### src/hdl/nspl_pkg.sv
`default_nettype none
package nspl_pkg;

    localparam int STORE_DEPTH  = 256;
    localparam int NOTE_ID_BITS = 16;
    localparam int IDX_W        = $clog2(STORE_DEPTH);
    localparam int CNT_W        = $clog2(STORE_DEPTH + 1);

    localparam logic [2:0] CMD_CLEAR    = 3'd0;
    localparam logic [2:0] CMD_APPEND   = 3'd1;
    localparam logic [2:0] CMD_QUERY_ID = 3'd2;
    localparam logic [2:0] CMD_QUERY_PS = 3'd3;
    localparam logic [2:0] CMD_COMMIT   = 3'd4;

    localparam logic [1:0] ST_DONE  = 2'd0;
    localparam logic [1:0] ST_FOUND = 2'd1;
    localparam logic [1:0] ST_MISS  = 2'd2;
    localparam logic [1:0] ST_FULL  = 2'd3;

    localparam logic [1:0] KIND_ON  = 2'd0;
    localparam logic [1:0] KIND_OFF = 2'd1;

    typedef logic [NOTE_ID_BITS-1:0] id_t;

    typedef struct packed {
        id_t        id;
        logic       idv;
        logic [6:0] vel;
        logic [6:0] pitch;
        logic [3:0] ch;
        logic [1:0] kind;
    } ev_t;

    typedef enum logic [2:0] {
        MODE_FIND_ID,
        MODE_FIND_PS,
        MODE_OFF_ID,
        MODE_OFF_PS,
        MODE_LIFO
    } mode_t;

    typedef enum logic [1:0] {
        FIN_NONE,
        FIN_OFF,
        FIN_LIFO,
        FIN_MISS
    } fin_t;

    typedef struct packed {
        logic  accept;
        logic  idx_clr;
        logic  idx_inc;
        mode_t mode;
        logic  pass1;
        logic  eval;
        logic  on_from_loc;
        logic  key_from_rd;
        logic  off_clr;
        logic  stk_clr;
        logic  stk_load_k;
        logic  stk_dec;
        logic  stk_kill;
        fin_t  fin;
        logic  out_load;
    } ctl_cmd_t;

    typedef struct packed {
        logic scan_end;
        logic find_hit;
        logic hit_idv;
        logic lifo_end_ev;
        logic off_found;
        logic stk_empty;
        logic stk_take;
        logic stk_match;
        logic out_free;
    } ctl_st_t;

endpackage
`default_nettype wire

### src/hdl/nspl_ctrl.sv
`default_nettype none
module nspl_ctrl (
    input  wire logic              aclk,
    input  wire logic              aresetn,
    input  wire logic              s_valid,
    output logic                   s_ready,
    input  wire logic [2:0]        s_command,
    input  wire logic              s_note_id_valid,
    input  wire nspl_pkg::ctl_st_t st,
    output nspl_pkg::ctl_cmd_t     cmd
);
    import nspl_pkg::*;

    typedef enum logic [10:0] {
        S_IDLE    = 11'b00000000001,
        S_FIND_RD = 11'b00000000010,
        S_FIND_EV = 11'b00000000100,
        S_OFF_RD  = 11'b00000001000,
        S_OFF_EV  = 11'b00000010000,
        S_LIFO_RD = 11'b00000100000,
        S_LIFO_EV = 11'b00001000000,
        S_STK_RD  = 11'b00010000000,
        S_STK_EV  = 11'b00100000000,
        S_DONE    = 11'b01000000000,
        S_SPARE   = 11'b10000000000
    } state_t;

    state_t     state_reg, state_next;
    mode_t      mode_reg, mode_next;
    logic       pass_reg, pass_next;
    logic       fb_reg, fb_next;
    logic [2:0] cmd_reg, cmd_next;

    assign s_ready = (state_reg == S_IDLE);

    always_comb begin
        state_next = state_reg;
        mode_next  = mode_reg;
        pass_next  = pass_reg;
        fb_next    = fb_reg;
        cmd_next   = cmd_reg;
        cmd        = '0;
        cmd.mode   = mode_reg;
        cmd.pass1  = pass_reg;
        cmd.fin    = FIN_NONE;
        case (state_reg)
            S_IDLE: begin
                if (s_valid) begin
                    cmd.accept = 1'b1;
                    cmd_next   = s_command;
                    pass_next  = 1'b0;
                    fb_next    = 1'b0;
                    cmd.idx_clr = 1'b1;
                    state_next = S_DONE;
                    if (s_command == CMD_QUERY_ID && s_note_id_valid) begin
                        mode_next  = MODE_FIND_ID;
                        state_next = S_FIND_RD;
                    end else if (s_command == CMD_QUERY_PS || s_command == CMD_COMMIT) begin
                        mode_next  = MODE_FIND_PS;
                        state_next = S_FIND_RD;
                    end
                end
            end
            S_FIND_RD: begin
                if (!st.scan_end) begin
                    state_next = S_FIND_EV;
                end else if (!pass_reg) begin
                    pass_next   = 1'b1;
                    cmd.idx_clr = 1'b1;
                end else if (mode_reg == MODE_FIND_ID && fb_reg) begin
                    fb_next         = 1'b0;
                    cmd.on_from_loc = 1'b1;
                    cmd.off_clr     = 1'b1;
                    cmd.idx_clr     = 1'b1;
                    mode_next       = MODE_OFF_PS;
                    state_next      = S_OFF_RD;
                end else begin
                    cmd.fin    = FIN_MISS;
                    state_next = S_DONE;
                end
            end
            S_FIND_EV: begin
                cmd.eval = 1'b1;
                if (!st.find_hit) begin
                    cmd.idx_inc = 1'b1;
                    state_next  = S_FIND_RD;
                end else if (mode_reg == MODE_FIND_ID) begin
                    cmd.off_clr = 1'b1;
                    cmd.idx_clr = 1'b1;
                    mode_next   = MODE_OFF_ID;
                    state_next  = S_OFF_RD;
                end else if (cmd_reg == CMD_COMMIT) begin
                    cmd.stk_clr = 1'b1;
                    cmd.idx_clr = 1'b1;
                    mode_next   = MODE_LIFO;
                    state_next  = S_LIFO_RD;
                end else if (st.hit_idv) begin
                    cmd.key_from_rd = 1'b1;
                    cmd.idx_clr     = 1'b1;
                    pass_next       = 1'b0;
                    fb_next         = 1'b1;
                    mode_next       = MODE_FIND_ID;
                    state_next      = S_FIND_RD;
                end else begin
                    cmd.off_clr = 1'b1;
                    cmd.idx_clr = 1'b1;
                    mode_next   = MODE_OFF_PS;
                    state_next  = S_OFF_RD;
                end
            end
            S_OFF_RD: begin
                if (!st.scan_end) begin
                    state_next = S_OFF_EV;
                end else if (st.off_found) begin
                    cmd.fin    = FIN_OFF;
                    state_next = S_DONE;
                end else begin
                    cmd.stk_clr = 1'b1;
                    cmd.idx_clr = 1'b1;
                    mode_next   = MODE_LIFO;
                    state_next  = S_LIFO_RD;
                end
            end
            S_OFF_EV: begin
                cmd.eval    = 1'b1;
                cmd.idx_inc = 1'b1;
                state_next  = S_OFF_RD;
            end
            S_LIFO_RD: begin
                if (!st.scan_end) begin
                    state_next = S_LIFO_EV;
                end else if (fb_reg) begin
                    fb_next         = 1'b0;
                    cmd.on_from_loc = 1'b1;
                    cmd.off_clr     = 1'b1;
                    cmd.idx_clr     = 1'b1;
                    mode_next       = MODE_OFF_PS;
                    state_next      = S_OFF_RD;
                end else begin
                    cmd.fin    = FIN_MISS;
                    state_next = S_DONE;
                end
            end
            S_LIFO_EV: begin
                cmd.eval    = 1'b1;
                cmd.idx_inc = 1'b1;
                if (st.lifo_end_ev) begin
                    cmd.stk_load_k = 1'b1;
                    state_next     = S_STK_RD;
                end else begin
                    state_next = S_LIFO_RD;
                end
            end
            S_STK_RD: begin
                state_next = st.stk_empty ? S_LIFO_RD : S_STK_EV;
            end
            S_STK_EV: begin
                if (st.stk_take) begin
                    cmd.stk_kill = 1'b1;
                    if (st.stk_match) begin
                        cmd.fin    = FIN_LIFO;
                        state_next = S_DONE;
                    end else begin
                        state_next = S_LIFO_RD;
                    end
                end else begin
                    cmd.stk_dec = 1'b1;
                    state_next  = S_STK_RD;
                end
            end
            S_DONE: begin
                if (st.out_free) begin
                    cmd.out_load = 1'b1;
                    state_next   = S_IDLE;
                end
            end
            default: begin
                state_next = S_IDLE;
            end
        endcase
    end

    always_ff @(posedge aclk) begin
        if (!aresetn) begin
            state_reg <= S_IDLE;
            mode_reg  <= MODE_FIND_ID;
            pass_reg  <= 1'b0;
            fb_reg    <= 1'b0;
            cmd_reg   <= CMD_CLEAR;
        end else begin
            state_reg <= state_next;
            mode_reg  <= mode_next;
            pass_reg  <= pass_next;
            fb_reg    <= fb_next;
            cmd_reg   <= cmd_next;
        end
    end

endmodule
`default_nettype wire

### config.mk
export PLATFORM = sky130hd
export DESIGN_NAME = nspl_ctrl
export DESIGN_NICKNAME = d
export VERILOG_FILES = /design/src/hdl/nspl_pkg.sv /design/src/hdl/nspl_ctrl.sv
export SDC_FILE = /design/constraint.sdc
export NUM_CORES = 1
export LEC_CHECK = 0
export ABC_AREA = 1
export ABC_CLOCK_PERIOD_IN_PS = 3400
export BUFFER_PORTS_ARGS = -buffer_cell sky130_fd_sc_hd__buf_2
export CAP_MARGIN = 15
export CORE_ASPECT_RATIO = 1.4
export CORE_MARGIN = 3
export CORE_UTILIZATION = 50
export CTS_CLUSTER_SIZE = 16
export DETAILED_ROUTE_END_ITERATION = 6
export GPL_ROUTABILITY_DRIVEN = 0
export PLACE_DENSITY = 0.7
export SYNTH_ARGS = -nofsm -noshare
export SYNTH_HDL_FRONTEND = slang
export SYNTH_SLANG_ARGS = --single-unit
### constraint.sdc
create_clock -name aclk -period 3.4 [get_ports aclk]
set_input_delay 0.34 -clock aclk [delete_from_list [all_inputs] [get_ports aclk]]
set_output_delay 0.34 -clock aclk [all_outputs]
set_load 0.05 [all_outputs]
==> flow_summary.json, run 1 <==
{
  "status": "finished, final reports clean",
  "reg2reg_from": "state_reg[2]$_SDFFE_PN0P_",
  "clockBufferDepth": 2,
  "intPower_uw": 505.9,
  "grt_overflow": 0,
  "max-slew-margin-rel_pct": 72.82,
  "antenna_found_initial": 0,
  "port_buffers": 34,
  "power.net_switching_uw": 554.1,
  "num_vias": 1838,
  "final_layout_size_suffix_gt1_share_pct": 22.77,
  "area_growth_pct": 15.13,
  "ctsHoldBuffers": 0,
  "synth_top_area_share_pct": 22.70,
  "cts_root_buf": "clkbuf_8",
  "wl_met2_um": 2307,
  "crit_required_ns": 3.06,
  "synth_area_leaders": "dfxtp_1 23%, nand2_1 15%, nor2_1 11%, inv_1 9.0%, nand3_1 8.5%",
  "p_sw_share_pct": 52.27,
  "dp_hpwl_um": 3855,
  "die-area_um2": 3897,
  "num-nets-final": 321,
  "min_period_over_period_pct": 67.61,
  "wl_met3_um": 320,
  "tightest_slew_ns": 0.4051,
  "numCtsBuffers": 3,
  "endpoint_kind": "primary output",
  "startpoint_type": "register",
  "grt_start_max_net_pins": 15,
  "crit_fanout": 9,
  "clk_pin_slew_worst_paths_ns": 0.07,
  "diodes": 0,
  "maxCapViolations": 0,
  "period_minus_slack_ns": 2.299,
  "syn_inst": 269,
  "path_class": "reg2out",
  "reg2reg_to": "mode_reg[2]$_SDFFE_PN0P_",
  "slew_violations": 0,
  "vias_per_cell": 5.406,
  "rsz0062_at_grt": "no",
  "finClkSkew_ns": 0.002110,
  "drt-wirelength-per-cell_um": 13.70,
  "clk_latency_ns": 0.26,
  "cts_max_level": 1,
  "rows": 23,
  "drc": 0,
  "postRouteAntennaNets": 0,
  "m1WireLength_um": 1870,
  "holdPathEnd": "state_reg[8]$_SDFFE_PN0P_",
  "rrSetupSlack_ns": 1.71,
  "fp.dieW_um": 53.63,
  "fillerInstances": 337,
  "synth-seq-cells": 18,
  "max_freq_ghz": 0.4350,
  "grt_pass1_vias": 1717,
  "drtPass1Iterations": 4,
  "syn_nets": 285,
  "pwr-share-comb_pct": 58.9,
  "yosysTopAreaCell": "dfxtp_1",
  "clkSinkCount": 18,
  "arrival_ns": 1.96,
  "cts_resized": 0,
  "design_area_um2": 1828,
  "drtIter0Drc": 104,
  "hold_depth": 2,
  "dieHeight_um": 72.68,
  "worstHoldStart": "st[3]",
  "p_clk_share_pct": 14.5,
  "syn_area_per_cell_um2": 5.903,
  "largest_reg_flops": 10,
  "synth_seq_area_share_pct": 22.70,
  "min_path_type": "in2reg",
  "placed_area_um2": 1787,
  "grt_pass1_wl_um": 7562,
  "postCtsSetupBuffers": 0,
  "r2r_cells": 11,
  "worst_hold_slack_ns": 0.2646,
  "hold_viol": 0,
  "cts_tree": "done",
  "wirelength_um": 4657,
  "yosys_warnings": 0,
  "synth_cell_types": 29,
  "start_util_pct": 53.57,
  "setup_violations": 0,
  "power_density_nw_per_um2": 579.9,
  "highest_layer": "met4",
  "finalSetupTns_ns": 0,
  "synth_area_um2": 1588,
  "grt_use_total_pct": 26.80,
  "io-pin-count": 35,
  "fp.coreArea_um2": 2964,
  "seqPwrFrac_pct": 26.6,
  "p_leak_uw": 0.001027,
  "peakVddDrop_uv": 421.4
}
-- kinds of logic (layout without fill, tap and decap cells) --
group	after synthesis	count (layout)	share of synthesized area (%)
buf+inv	44	78	10.80
simple gates	186	186	58.47
flops	18	18	22.70
compound gates	21	21	8.038
-- power by group through the flow --
stage | Clock, uW | Sequential, uW | Combinational (uW)
after detailed placement | 0 | 286 | 620
after floorplan | 0 | 332 | 436
after CTS | 154 | 281 | 623
final | 154 | 282 | 624
after global placement | 0 | 285 | 618
after global routing | 163 | 287 | 687
-- routing by layer --
| metal | up-vias | track usage (%) |
|---|---|---|
| met4 | 0 | 13.64 |
| li1 | 930 | - |
| met3 | 13 | 2.454 |
| met2 | 79 | 46.79 |
| met1 | 816 | 31.40 |
| met5 | - | 0 |
-- synthesized netlist by cell type --
master / number
o21a_1: 1
clkinv_1: 1
nand2_4: 3
a211oi_1: 1
and2_1: 1
nor2_4: 6
dfxtp_1: 18
o21ai_1: 2
nand3_1: 27
nand2_1: 64
nor2_2: 7
a21oi_1: 5
o21ai_2: 2
nor2_1: 48
inv_2: 2
o211ai_1: 1
a21oi_2: 2
nand3b_1: 1
nor2_8: 1
o21ai_0: 7
nand4_1: 12
nor3_1: 7
nand4_2: 1
nand3_2: 4
nand2_2: 3
buf_4: 1
nor3b_2: 1
inv_1: 38
buf_2: 2
-- final cells by class --
cell class | instances | area (um^2) | share of cell area, %
multi-input combinational | 207 | 1056 | 57.77
clock buffer | 3 | 41.29 | 2.259
tap | 37 | 46.29 | 2.533
sequential | 18 | 360.3 | 19.71
timing repair buffer | 34 | 170.2 | 9.309
inverter | 41 | 153.9 | 8.419
-- stage by stage --
step	total power, uW	std cells	worst slack (ns)	utilization [%]
6_report	1060	340	1.101	61.67
5_1_grt	1138	340	0.9261	61.67
4_1_cts	1058	340	1.127	61.67
3_5_place_dp	905.7	337	1.424	60.28
3_3_place_gp	902.8	337	1.460	60.28
2_1_floorplan	767.8	269	0.8679	-
-- cells in the final DEF (no fill, tap or decap), types with 2 or more instances in the layout --
cell type and count:
a21oi_1 5, a21oi_2 2, buf_2 34, clkbuf_8 3
dfxtp_1 18, inv_1 38, inv_2 2, nand2_1 64
nand2_2 3, nand2_4 3, nand3_1 27, nand3_2 4
nand4_1 12, nor2_1 48, nor2_2 7, nor2_4 6
nor3_1 7, o21ai_0 7, o21ai_1 2, o21ai_2 2
-- how the worst max path moves through the flow --
stage | start | to | slack [ns] | cells past startpoint
floorplan | mode_reg[0]$_SDFFE_PN0P_ | cmd[7] | 0.87 | 7
global placement | state_reg[4]$_SDFFE_PN0P_ | cmd[16] | 1.46 | 9
detailed placement | state_reg[9]$_SDFFE_PN0P_ | cmd[16] | 1.42 | 9
CTS | state_reg[9]$_SDFFE_PN0P_ | cmd[16] | 1.13 | 9
global route | state_reg[3]$_SDFFE_PN0P_ | cmd[16] | 0.93 | 8
finish | state_reg[9]$_SDFFE_PN0P_ | cmd[16] | 1.10 | 9
-- worst max-delay path, cell delays in order (launching register included) --
cell and delay, ns:
dfxtp_1 0.37, nor2_4 0.22, nand2_4 0.12, nor2_8 0.18, nand2_1 0.14, inv_1 0.12, nand3_2 0.08, nand4_1 0.08
nand3b_1 0.11, buf_2 0.27
No activity file was read; power rests on OpenSTA's default activity.
==> inputs of run 2 (changes only) <==
- ABC_CLOCK_PERIOD_IN_PS: 3400 -> 2100
- CORE_UTILIZATION: 50 -> 49
- PLACE_DENSITY: 0.7 -> 0.72
- clock period: 3.4 -> 2.1 ns (I/O delays scaled with it)
==> run 2 against run 1 <==
Compared with the run above:
- global-route usage fell by 2.1 points
- largest power group unchanged
- critical path type unchanged
- sequential cell count did not move
- first-iteration DRC count fell by 6.7%
- sequential share of layout area fell by 1.0 points
- sequential power rose by 62%
- worst hold slack got worse by 0.13 ns
- combinational power rose by 73%
- design area rose by 5.6%
- utilization rose by 2.8 points
==> flow_summary.json, run 2 (same netlist as run 1, synthesis figures left out) <==
{
  "cp_cell_sequence": "nor2_4 > nand2_4 > nor2_8 > buf_4 > nand2_4 > nor2_1 > nand2_1 > nand2_1 > buf_4",
  "clk_latency_ns": 0.26,
  "grt_use_total_pct": 24.75,
  "fp.dieW_um": 54.11,
  "maxCapViolations": 0,
  "fp.coreArea_um2": 2993,
  "p_total_uw": 1782,
  "rows": 23,
  "drtPass1Iterations": 5,
  "drt-wirelength-per-cell_um": 13.47,
  "dieHeight_um": 73.36,
  "die-area_um2": 3969,
  "io-pin-count": 35,
  "num-nets-final": 328,
  "max-slew-margin-rel_pct": 74.01,
  "grt_overflow": 0,
  "clkSinkCount": 18,
  "diodes": 0,
  "clockBufferDepth": 2,
  "status": "finished, final reports clean",
  "port_buffers": 34,
  "cts_max_level": 1,
  "grt_pass1_vias": 1654,
  "path_buf_inv": 2,
  "endpoint_kind": "primary output",
  "cpLargestDelayFamily": "simple AND/OR/NAND/NOR gates",
  "max_freq_ghz": 0.4995,
  "worst_hold_slack_ns": 0.1363,
  "cts_root_buf": "clkbuf_8",
  "peakVddDrop_uv": 519.7,
  "utilization_pct": 64.51,
  "vias_per_cell": 5.389,
  "dp_hpwl_um": 3766,
  "final_cell_mix": "63 x nand2_1, 47 x nor2_1, 37 x inv_1, 30 x buf_2, 26 x nand3_1",
  "drtIter0Drc": 97,
  "crit_fanout": 6,
  "finClkSkew_ns": 0.002560,
  "setup_violations": 0,
  "largest_reg_flops": 10,
  "power_density_nw_per_um2": 923.1,
  "period_minus_slack_ns": 2.002,
  "wirelength_um": 4673,
  "fillerInstances": 316,
  "path_class": "reg2out",
  "min_path_type": "in2reg",
  "area_growth_pct": 21.59,
  "antenna_found_initial": 0,
  "cts_tree": "done",
  "final_layout_size_suffix_gt1_share_pct": 26.13,
  "slowest_stage": "dfxtp_1",
  "numCtsBuffers": 3,
  "arrival_ns": 1.79,
  "grt_start_max_net_pins": 15,
  "tightest_slew_ns": 0.3875,
  "grt_pass1_wl_um": 7210,
  "drc": 0,
  "clk_pin_slew_worst_paths_ns": 0.07,
  "startpoint_type": "register",
  "num_vias": 1870,
  "start_util_pct": 53.05,
  "hold_viol": 0,
  "slew_violations": 0,
  "layout_commonest_cell": "nand2_1",
  "crit_path_max_incr_delay_ns": 0.37,
  "crit_required_ns": 1.89,
  "min_period_over_period_pct": 95.34,
  "ctsHoldBuffers": 0,
  "postRouteAntennaNets": 0,
  "p_leak_uw": 0.001072
}
[run 2: repair_timing]
action                     CTS  global route
gates resized for setup      2            10
pin swaps                    0             6
setup endpoints to repair    2             6
setup buffers                0             6
hold endpoints to repair     0             0
[run 2: worst paths after layout]
path,start,to,slack [ns],cells past startpoint
worst max register to register,state_reg[3]$_SDFFE_PN0P_,state_reg[0]$_SDFFE_PN1P_,0.43,11
worst max-delay path,state_reg[9]$_SDFFE_PN0P_,cmd[7],0.1,9
worst min-delay path,st[3],state_reg[8]$_SDFFE_PN0P_,0.14,2
worst min register to register,cmd_reg[1]$_SDFFE_PN0P_,cmd_reg[1]$_SDFFE_PN0P_,0.47,2
[run 2: final cells by class]
cell class / count / area (um^2) / share of cell area (%)
well taps: 37 / 46.29 / 2.398
inverters: 41 / 153.9 / 7.972
clock buffers: 3 / 41.29 / 2.139
multi-input cells: 207 / 1092 / 56.58
flip-flops and latches: 18 / 360.3 / 18.66
repair buffers: 41 / 236.5 / 12.25
[run 2: power by group]
| part | internal (uW) | switching (uW) |
|---|---|---|
| sequential | 403 | 52.4 |
| clock | 128 | 123 |
| combinational | 336 | 740 |
[run 2: per-layer routing]
metal / global-route usage (%) / up-vias / share of wire (%)
li1: - / 941 / -
met1: 28.64 / 830 / 38
met2: 43.94 / 84 / 51
met3: 3.043 / 15 / 7.2
met4: 10.80 / 0 / 3.0
met5: 0 / - / 0
[run 2: metrics by stage]
stage	setup TNS, ns	cells	instance area, um^2	worst slack [ns]
floorplan	0	269	1604	0.06848
global placement	0	338	1810	0.2782
detailed placement	0	338	1810	0.2482
CTS	0	341	1857	0.02670
global route	-0.001358	347	1931	-0.001358
finish	0	347	1931	0.09781
